$ cat src/drain_inlet_discharge_rule_defines.svh
// Assertion macros for the drain inlet discharge block.
// Included by the modules that check their own behaviour; needs clk and rst_n in scope.
`ifndef DRAIN_INLET_DISCHARGE_RULE_DEFINES_SVH
`define DRAIN_INLET_DISCHARGE_RULE_DEFINES_SVH

// An antecedent that, once seen, must come with the consequent in the same cycle.
`define DIRL_ASSERT_IMP(lbl, ante, cons) \
  lbl: assert property (@(posedge clk) disable iff (!rst_n) (ante) |-> (cons)) \
    else $error("implication check failed");

// A condition that must never be seen outside reset.
`define DIRL_ASSERT_NEVER(lbl, cond) \
  lbl: assert property (@(posedge clk) disable iff (!rst_n) !(cond)) \
    else $error("forbidden condition seen");

`endif

$ cat src/dirl_pkg.sv
// Shared types, codes and step functions of the drain inlet discharge pipeline.
// No dependencies; every module of the block imports it.
package dirl_pkg;

  typedef enum logic [2:0] {
    RG_WRITE = 3'd0,
    RG_SKIP  = 3'd1,
    RG_BLOCK = 3'd2,
    RG_POND  = 3'd3,
    RG_WEIR  = 3'd4,
    RG_ORIF  = 3'd5,
    RG_ZERO  = 3'd6
  } regime_t;

  localparam logic [2:0] CFG_MODE      = 3'd0;
  localparam logic [2:0] CFG_RULE_CNT  = 3'd1;
  localparam logic [2:0] CFG_TIME_STEP = 3'd2;
  localparam logic [2:0] CFG_CELL_AREA = 3'd3;
  localparam logic [2:0] CFG_SQRT_2G   = 3'd4;
  localparam logic [2:0] CFG_THRESHOLD = 3'd5;
  localparam logic [2:0] CFG_WEIR_COEF = 3'd6;
  localparam logic [2:0] CFG_ORIF_COEF = 3'd7;

  localparam logic [1:0] KIND_NONE = 2'd0;
  localparam logic [1:0] KIND_WEIR = 2'd1;
  localparam logic [1:0] KIND_ORIF = 2'd2;

  localparam int SQ_STAGES  = 5;
  localparam int SQ_STEPS   = 4;
  localparam int DIV_QBITS  = 31;
  localparam int DIV_STEPS  = 4;
  localparam int DIV_STAGES = (DIV_QBITS + DIV_STEPS - 1) / DIV_STEPS;

  typedef struct packed {
    logic [1:0]  mode;
    logic [3:0]  rule_count;
    logic [23:0] time_step;
    logic [31:0] cell_area;
    logic [23:0] sqrt_two_g;
    logic [22:0] threshold;
    logic [15:0] weir_coef;
    logic [15:0] orif_coef;
  } cfg_t;

  typedef struct packed {
    logic        vld;
    regime_t     regime;
    logic [23:0] d;
    logic [15:0] coef;
    logic [23:0] wid;
    logic [23:0] parea;
    logic [31:0] pvol;
    logic [39:0] sq_rad;
    logic [21:0] sq_rem;
    logic [19:0] s;
    logic [26:0] p;
    logic [39:0] a;
    logic [50:0] b;
    logic [45:0] pp0;
    logic [44:0] pp1;
    logic [45:0] pp2;
    logic [44:0] pp3;
    logic [31:0] mag;
    logic [55:0] mt;
    logic [55:0] maxv;
    logic        capped;
    logic [55:0] num;
    logic [23:0] rem;
    logic [30:0] q;
    logic        qsat;
  } item_t;

  // One digit of the square root: two radicand bits in, one root bit out.
  function automatic item_t sqrt_step(item_t x);
    item_t       y;
    logic [21:0] tmp;
    logic [21:0] trial;
    y     = x;
    tmp   = {x.sq_rem[19:0], x.sq_rad[39:38]};
    trial = {x.s, 2'b01};
    if (tmp >= trial) begin
      y.sq_rem = tmp - trial;
      y.s      = {x.s[18:0], 1'b1};
    end else begin
      y.sq_rem = tmp;
      y.s      = {x.s[18:0], 1'b0};
    end
    y.sq_rad = {x.sq_rad[37:0], 2'b00};
    return y;
  endfunction

  // One restoring division step producing quotient bit bitpos.
  function automatic item_t div_step(item_t x, logic [23:0] ts, logic [4:0] bitpos);
    item_t       y;
    logic [30:0] nlo;
    logic [24:0] tmp;
    y   = x;
    nlo = x.num[30:0];
    tmp = {x.rem, nlo[bitpos]};
    if (tmp >= {1'b0, ts}) begin
      y.rem       = 24'(tmp - {1'b0, ts});
      y.q[bitpos] = 1'b1;
    end else begin
      y.rem       = tmp[23:0];
      y.q[bitpos] = 1'b0;
    end
    return y;
  endfunction

endpackage

$ cat src/dirl_front.sv
// Front stage: rule table, band lookup and regime classification of each word.
// Depends on dirl_pkg.
module dirl_front #(
  parameter int RULE_SLOTS = 8
) (
  input  logic               clk,
  input  logic               rst_n,
  input  logic               en,
  input  logic               in_valid,
  input  dirl_pkg::cfg_t     cfg,
  input  logic               in_action,
  input  logic [2:0]         in_rule_slot,
  input  logic signed [23:0] in_rule_low_depth,
  input  logic signed [23:0] in_rule_high_depth,
  input  logic [1:0]         in_rule_kind,
  input  logic [15:0]        in_rule_factor,
  input  logic signed [23:0] in_flood_depth,
  input  logic [31:0]        in_overflow_volume,
  input  logic [23:0]        in_weir_width,
  input  logic [23:0]        in_orifice_area,
  input  logic [23:0]        in_ponded_area,
  input  logic               in_cell_valid,
  output dirl_pkg::item_t    item_o
);
  import dirl_pkg::*;

  logic signed [23:0] band_low_r    [RULE_SLOTS];
  logic signed [23:0] band_high_r   [RULE_SLOTS];
  logic [1:0]         band_kind_r   [RULE_SLOTS];
  logic [15:0]        band_factor_r [RULE_SLOTS];

  item_t       item_r;
  item_t       item_nxt;
  logic        hit;
  logic [1:0]  hk;
  logic [15:0] hf;
  logic [1:0]  kind;
  logic [15:0] coef;

  always_ff @(posedge clk) begin
    if (en && in_valid && in_action) begin
      for (int i = 0; i < RULE_SLOTS; i++) begin
        if (int'(in_rule_slot) == i) begin
          band_low_r[i]    <= in_rule_low_depth;
          band_high_r[i]   <= in_rule_high_depth;
          band_kind_r[i]   <= in_rule_kind;
          band_factor_r[i] <= in_rule_factor;
        end
      end
    end
  end

  // Walking down from the top leaves the lowest matching entry in place.
  always_comb begin
    hit = 1'b0;
    hk  = KIND_NONE;
    hf  = '0;
    for (int i = RULE_SLOTS - 1; i >= 0; i--) begin
      if (cfg.mode[1] && (i < int'(cfg.rule_count)) &&
          (in_flood_depth >= band_low_r[i]) && (in_flood_depth < band_high_r[i])) begin
        hit = 1'b1;
        hk  = band_kind_r[i];
        hf  = band_factor_r[i];
      end
    end
  end

  always_comb begin
    if (hit) begin
      kind = (hk == KIND_WEIR || hk == KIND_ORIF) ? hk : KIND_NONE;
      coef = hf;
    end else if (in_flood_depth[22:0] == 23'd0) begin
      kind = KIND_NONE;
      coef = '0;
    end else if (in_flood_depth[22:0] <= cfg.threshold) begin
      kind = KIND_WEIR;
      coef = cfg.weir_coef;
    end else begin
      kind = KIND_ORIF;
      coef = cfg.orif_coef;
    end
  end

  always_comb begin
    item_nxt        = '0;
    item_nxt.vld    = in_valid;
    item_nxt.pvol   = in_overflow_volume;
    item_nxt.parea  = in_ponded_area;
    item_nxt.coef   = coef;
    item_nxt.wid    = (kind == KIND_WEIR) ? in_weir_width : in_orifice_area;
    item_nxt.d      = $unsigned(in_flood_depth);
    if (in_action) begin
      item_nxt.regime = RG_WRITE;
      item_nxt.pvol   = '0;
    end else if (!in_cell_valid) begin
      item_nxt.regime = RG_SKIP;
    end else if (!cfg.mode[0] && (in_overflow_volume != 32'd0)) begin
      item_nxt.regime = RG_BLOCK;
    end else if (in_flood_depth < 0) begin
      item_nxt.regime = RG_POND;
      item_nxt.d      = $unsigned(-in_flood_depth);
    end else if (kind == KIND_WEIR) begin
      item_nxt.regime = RG_WEIR;
    end else if (kind == KIND_ORIF) begin
      item_nxt.regime = RG_ORIF;
    end else begin
      item_nxt.regime = RG_ZERO;
    end
    item_nxt.sq_rad = {item_nxt.d, 16'b0};
  end

  always_ff @(posedge clk) begin
    if (!rst_n) begin
      item_r.vld <= 1'b0;
    end else if (en) begin
      item_r <= item_nxt;
    end
  end

  assign item_o = item_r;

endmodule

$ cat config.mk
export PLATFORM = sky130hd
export DESIGN_NAME = dirl_front
export DESIGN_NICKNAME = d
export VERILOG_FILES = /design/src/drain_inlet_discharge_rule_defines.svh /design/src/dirl_pkg.sv /design/src/dirl_front.sv
export SDC_FILE = /design/constraint.sdc
export NUM_CORES = 1
export LEC_CHECK = 0
export BUFFER_PORTS_ARGS = -buffer_cell sky130_fd_sc_hd__buf_4
export CAP_MARGIN = 20
export CORE_AREA = 2 2 432 434
export DETAILED_ROUTE_END_ITERATION = 8
export DIE_AREA = 0 0 434 436
export PLACE_DENSITY_LB_ADDON = 0.1
export SKIP_CTS_REPAIR_TIMING = 1
export SLEW_MARGIN = 20
export SYNTH_ARGS = -nofsm -noshare
export SYNTH_HDL_FRONTEND = slang
export SYNTH_SLANG_ARGS = --single-unit
$ cat constraint.sdc
create_clock -name clk -period 11.9 [get_ports clk]
set_clock_uncertainty 0.05 [all_clocks]
set_input_delay 1.19 -clock clk [delete_from_list [all_inputs] [get_ports clk]]
set_output_delay 1.19 -clock clk [all_outputs]
set_load 0.02 [all_outputs]
==> results of run 1 <==
-- sequential cells by signal, summed over array words and instances (netlist names) --
register       cells
band_factor_r    128
band_high_r      192
band_kind_r       16
band_low_r       192
item_o           124
-- synthesized netlist by cell type, drive strengths merged, types with 7 or more instances --
cell / number
a31o: 13
a31oi: 9
mux2i: 27
or4: 9
nor2: 76
and3: 8
clkbuf: 19
ha: 402
a211oi: 25
nor3: 26
o21ai: 114
and4: 7
a211o: 9
a2111oi: 12
nand2b: 22
a21o: 35
a21oi: 101
inv: 436
xnor2: 21
nor2b: 43
o22a: 13
o21a: 20
o211ai: 20
nor4: 22
edfxtp: 651
mux2: 26
nand2: 103
nand4: 62
buf: 651
o22ai: 10
o221a: 10
o31ai: 16
a221oi: 7
nand3: 49
-- power groups by stage --
stage	clock [mW]	sequential, mW	combinational (mW)
after floorplan	0	2.70	0.610
after global placement	0	2.67	0.869
after detailed placement	0	2.66	0.864
after CTS	2.49	2.62	0.868
after global routing	2.56	2.62	0.936
final	2.38	2.62	0.850
-- critical path, delay by kind of cell --
family	cells	cell delay (ps)
simple gates	4	1800
compound gates	5	1690
buf+inv	3	980
fa+ha+maj	2	500
mux	1	410
-- through the flow --
step	utilization	hold slack (ps)	std cells	area, µm²
after floorplan	-	461	3776	39900
after global placement	0.224	458	6028	41400
after detailed placement	0.224	469	6028	41400
after CTS	0.238	483	6173	43900
after global routing	0.238	516	6173	43900
final	0.238	486	6178	43900
-- final cells by class --
| class | instances | area share |
|---|---|---|
| antenna | 5 | 0.000285 |
| clock buffer | 109 | 0.0505 |
| clock inverter | 36 | 0.00541 |
| inverter | 437 | 0.0374 |
| multi-input combinational | 2016 | 0.314 |
| sequential | 652 | 0.446 |
| tap | 2480 | 0.0707 |
| timing repair buffer | 443 | 0.0757 |
-- worst paths after layout --
kind                      end  depth (start not counted)                from
hold reg to reg   item_o[762]                          2         item_o[762]
setup / recovery  item_o[700]                         15  in_flood_depth[11]
setup reg to reg  item_o[700]                         15   band_low_r[0][35]
hold / removal    item_o[762]                          2         item_o[762]
-- cells in the final DEF, fill, tap and decap left out, drive strengths merged, types with 8 or more instances in the layout --
master and instances:
nor4 22, o31ai 16, and3 8, nor2b 43
o211ai 20, conb 615, inv 438, nor2 76
a211o 9, clkbuf 109, o221a 10, o21a 20
a211oi 25, or4 9, a31o 13, nor3 26
mux2i 27, a2111oi 12, xnor2 21, a21oi 101
buf 443, o22a 13, o22ai 10, nand3 49
a21o 35, ha 402, mux2 26, a31oi 9
clkinv 32, nand2 103, nand4 62, edfxtp 651
nand2b 22, o21ai 114
-- layer usage --
layer | vias up | part of all wire | global-route usage
li1 | 11000 | - | -
met1 | 11400 | 0.45 | 0.176
met2 | 632 | 0.48 | 0.226
met3 | 169 | 0.047 | 0.0257
met4 | 22 | 0.022 | 0.0365
met5 | - | 0.00091 | 0
-- cell families after synthesis --
| family | share of synthesized area |
|---|---|
| buf+inv | 0.175 |
| xor+xnor | 0.00513 |
| flops | 0.521 |
| other cells | 0.0000998 |
| simple gates | 0.0627 |
| fa+ha+maj | 0.134 |
| compound gates | 0.0867 |
| mux | 0.0151 |
==> reports/summary.txt, run 1 <==
hpwl dp: 93.1 mm
layout cells sized above 1: 0.164
core area: 185,000 µm²
# IOs: 1,107
syn_area_per_cell: 11.9 µm²
status: finished clean
number of global-route vias before repair: 21,700
H-tree levels: 3
die width: 434 µm
Synth Flop Type: edfxtp_1
Leakage: 18.6 nW
vias: 23,200
internal power: 4.18 mW
GRT Total Usage: 0.135
Hold Crit Class: flip-flop to flip-flop
f_max: 159 MHz
drt via density: 3.76
area of the mapped netlist: 37,600 µm²
final period demand of the worst path: 6280 ps
CTS tree: yes
port buffer count: 411
final setup TNS: 0 ps
Post-synth EDFFs: 651
NumNets Final: 4,379
Largest stage delay, worst path: 830 ps
crit-path max FO: 24
Power Total: 5.85 mW
combinational share of power: 0.145
worst slew pin tran: 1030 ps
post-synth top area share: 0.520
asr flop ratio synth: 0
final setup violating endpoints: 0
Final WS setup: 5620 ps
CTS Sinks: 652
Die Height: 436 µm
startpoint types: input port
Clk Latency, worst-skew pair: 700 ps
most frequent CP cell: buf_4
Critical Path Slowest Stage Cell: o31ai_1
Net Sw Frac: 0.286
unique cell type count in the Yosys netlist: 83
Sequential Area: 19,600 µm²
root cell of the clock tree: clkbuf_16
Routed Wire Length: 132 mm
pwr/cell area: 133 nW/µm²
area leader, netlist: edfxtp_1
# fillers: 19,500
Overflow after GRT: 0
first-pass GRT wire length: 177 mm
crit share post-route: 0.527
setup slack at placement: 4820 ps
multi-input logic area: 13,800 µm²
RSZ-0062 raised after global routing: no
Final Max Slew Viols: 0
Reg power frac: 0.447
Worst Path Arrival: 6640 ps
Clk network pwr share: 0.407
gpl congestion: 0.818
Seq/Total Area, Yosys: 0.521
Setup CP Type: input port to flip-flop
maximum vdd ir drop: 0.0816 mV
switching pwr: 1.67 mW
crit end category: flip-flop
Initial DRT Pass Iterations: 5
R2R setup slack: 6240 ps
Residual DRC: 0
total number of yosys warnings: 0
Worst-path clk slew: 60 ps
Critical Path RT: 12,260 ps
Final Hold Fails: 0
antenna violations before repair: 31
area grow syn2layout: 16.9%
clock buffer depth: 3
Synth Register Bits: 652
Synth area leaders: edfxtp_1, ha_1, buf_4
# rows: 158
initial core utilization: 0.203
Worst slew margin: 0.308
Post-DRT Antenna Nets: 0
DR iter-0 viols: 1,147
gate count after technology mapping: 3,162
WL/cell: 21.3 µm
Die Footprint: 189,000 µm²
pin count of the biggest net entering global routing: 58
worst path cell trace: buf_4 -> ha_1 -> and3_1 -> a221o_1 -> a21oi_1 -> o21ai_0 -> o31ai_1 -> or2_1 -> nand2_1 -> or4_1 -> buf_4 -> o2bb2ai_1 -> ha_1 -> buf_4 -> mux2_2
CTS buffer count: 83
MaxCap Viol Count: 0
No activity file was read; power rests on OpenSTA's default activity.
==> run 2, diff against run 1 <==
--- a/config.mk
+++ b/config.mk
@@ -7,9 +7,9 @@
 export LEC_CHECK = 0
 export BUFFER_PORTS_ARGS = -buffer_cell sky130_fd_sc_hd__buf_4
 export CAP_MARGIN = 20
-export CORE_AREA = 2 2 432 434
+export CORE_AREA = 2 2 431 433
 export DETAILED_ROUTE_END_ITERATION = 8
-export DIE_AREA = 0 0 434 436
+export DIE_AREA = 0 0 433 435
 export PLACE_DENSITY_LB_ADDON = 0.1
 export SKIP_CTS_REPAIR_TIMING = 1
 export SLEW_MARGIN = 20
==> constraint.sdc (replaced) <==
create_clock -name clk -period 6.3 [get_ports clk]
set_clock_uncertainty 0.05 [all_clocks]
set_input_delay 0.63 -clock clk [delete_from_list [all_inputs] [get_ports clk]]
set_output_delay 0.63 -clock clk [all_outputs]
set_load 0.02 [all_outputs]
==> run 2 against run 1 <==
Compared with the run above: first-iteration DRC count up 2.4%; global-route usage grew 0.37 points; critical path depth unchanged; worst hold slack worse by 410 ps; register-to-register slack worse by 4900 ps; flip-flop and latch count unchanged; combinational power rose by 94%; via count grew 0.69%; cell area is 0.91% higher.
==> reports/summary.txt, run 2 (same netlist as run 1, synthesis figures left out) <==
# fillers: 19,400 (-0.75%)
hold depth: 1 (-1)
Final Hold Fails: 0 (unchanged)
final setup violating endpoints: 0 (unchanged)
worst path cell trace: buf_4 -> ha_1 -> nand4_1 -> nor4_2 -> a221oi_1 -> mux2_1 -> o221a_1 -> a311o_1 -> a311o_1 -> a21o_1 -> a31o_1 -> o22a_1 -> ha_1 -> buf_12 -> mux2_2
GRT busiest layer: met2
# rows: 158 (unchanged)
Hold Crit Class: input port to flip-flop
final period demand of the worst path: 4950 ps
port buffer count: 411 (unchanged)
Initial DRT Pass Iterations: 5 (unchanged)
Reg power frac: 0.437 (-0.010)
Worst Path Arrival: 5330 ps (-1310 ps)
Worst slew margin: 0.287 (-0.0218)
MaxCap Viol Count: 0 (unchanged)
pin count of the biggest net entering global routing: 66 (+14%)
first-pass GRT wire length: 181 mm (+2.5%)
combinational share of power: 0.146 (about the same)
die width: 433 µm (-0.23%)
Finished Layout Cells: 6,218 (+0.65%)
Buf+Inv Stages, Crit Path: 2 (-1)
Routed Wire Length: 134 mm (+1.7%)
# IOs: 1,107 (unchanged)
drt via density: 3.76 (about the same)
Leakage: 18.9 nW (+1.3%)
CTS Sinks: 652 (unchanged)
crit-path leading delay family: compound AO/OA/AOI/OAI gates
WL/cell: 21.5 µm (+1.1%)
Die Height: 435 µm (-0.23%)
initial core utilization: 0.204 (+0.000656)
crit-path max FO: 24 (unchanged)
R2R setup slack: 1360 ps (-4880 ps)
worst slew pin tran: 1060 ps (+31.7 ps)
Clk Latency, worst-skew pair: 690 ps (about the same)
Largest stage delay, worst path: 510 ps (-320 ps)
crit share post-route: 0.786
hold path endpoint: item_o[673]
Critical Path Slowest Stage Cell: o221a_1
GR Util met2: 0.225 (-0.000902)
startpoint types: input port
maximum vdd ir drop: 0.177 mV (+120%)
r2r endpoint: item_o[709]
f_max: 202 MHz
Critical Path RT: 6680 ps (-5580 ps)
gpl congestion: 0.838 (+2.4%)
CTS tree: yes
Reg-to-Reg Start: band_low_r[1][71]
NumNets Final: 4,413 (+0.78%)
final setup TNS: 0 ps (unchanged)
Residual DRC: 0 (unchanged)
DR iter-0 viols: 1,174 (+2.4%)
CTS buffer count: 84 (+1.2%)
status: finished clean
Net Sw Frac: 0.286 (about the same)
Die Footprint: 188,000 µm² (-0.46%)
vias: 23,400 (+0.69%)
layout cells sized above 1: 0.171 (+0.00785)
GRT Total Usage: 0.138 (+0.00374)
hpwl dp: 96.8 mm (+4.0%)
Overflow after GRT: 0 (unchanged)
antenna violations before repair: 21 (-32%)
switching pwr: 3.24 mW (+94%)
pwr/cell area: 256 nW/µm² (+92%)
Final Max Slew Viols: 0 (unchanged)
Post-DRT Antenna Nets: 0 (unchanged)
internal power: 8.10 mW (+94%)
clock buffer depth: 3 (unchanged)
biggest regs: band_high_r: 192 flops, band_low_r: 192 flops, band_factor_r: 128 flops
number of global-route vias before repair: 22,300 (+3.0%)
FF-to-FF path depth: 15 (unchanged)
root cell of the clock tree: clkbuf_16
hold path start: in_ponded_area[2]
M3 GR Usage: 0.0205 (-0.00517)
core area: 184,000 µm² (-0.32%)
met1 usage in global routing: 0.190 (+0.0145)
Power Total: 11.3 mW (+94%)
Worst-path clk slew: 60 ps (about the same)
most frequent cells in the layout: edfxtp_1, conb_1, buf_4, inv_1, ha_1
Clk network pwr share: 0.418 (+0.011)
crit end category: flip-flop
dpl cells: 6,061 (+0.55%)
commonest non-fill, non-tap cell in the layout: edfxtp_1
Setup CP Type: input port to flip-flop
area grow syn2layout: 17.9%
H-tree levels: 3 (unchanged)
RSZ-0062 raised after global routing: no
## run 2: through the flow
stage	setup WS, ps	util	area (µm²)	hold slack (ps)
floorplan	319	-	39900	461
finish	1350	0.241	44300	76.9
detailed placement	671	0.227	41700	465
CTS	1370	0.241	44300	0.924
global placement	684	0.227	41700	459
global route	1170	0.241	44300	33.9
## run 2: worst max path at each step
stage	start	to	slack (ps)	depth (start not counted)
finish	in_flood_depth[23]	item_o[709]	1350	15
global route	band_low_r[1][71]	item_o[698]	1170	15
CTS	band_low_r[1][71]	item_o[698]	1370	15
detailed placement	in_flood_depth[23]	item_o[698]	670	15
global placement	in_flood_depth[0]	item_o[695]	680	18
floorplan	in_rule_slot[2]	band_factor_r[0][0]	320	2
## run 2: cell type report
| type | instances | area [µm²] | area share |
|---|---|---|---|
| timing repair buffer | 476 | 3600 | 0.0812 |
| clock inverter | 53 | 390 | 0.00881 |
| clock buffer | 100 | 2200 | 0.0498 |
| inverter | 437 | 1640 | 0.0370 |
| multi-input combinational | 2016 | 13800 | 0.311 |
| tap | 2480 | 3100 | 0.0700 |
| sequential | 652 | 19600 | 0.442 |
| antenna | 4 | 10.0 | 0.000226 |
## run 2: metal layers
layer / share of wire / routed length [µm]
met1: 0.47 / 62600
met2: 0.47 / 62800
met3: 0.042 / 5620
met4: 0.021 / 2850
met5: 0.00062 / 83
## run 2: power groups by stage
stage	registers, mW	logic [mW]	clock network [mW]
6_report	4.95	1.65	4.74
2_1_floorplan	5.10	1.15	0
5_1_grt	4.96	1.80	5.05
3_5_place_dp	5.04	1.67	0
3_3_place_gp	5.04	1.68	0
4_1_cts	4.95	1.68	4.92
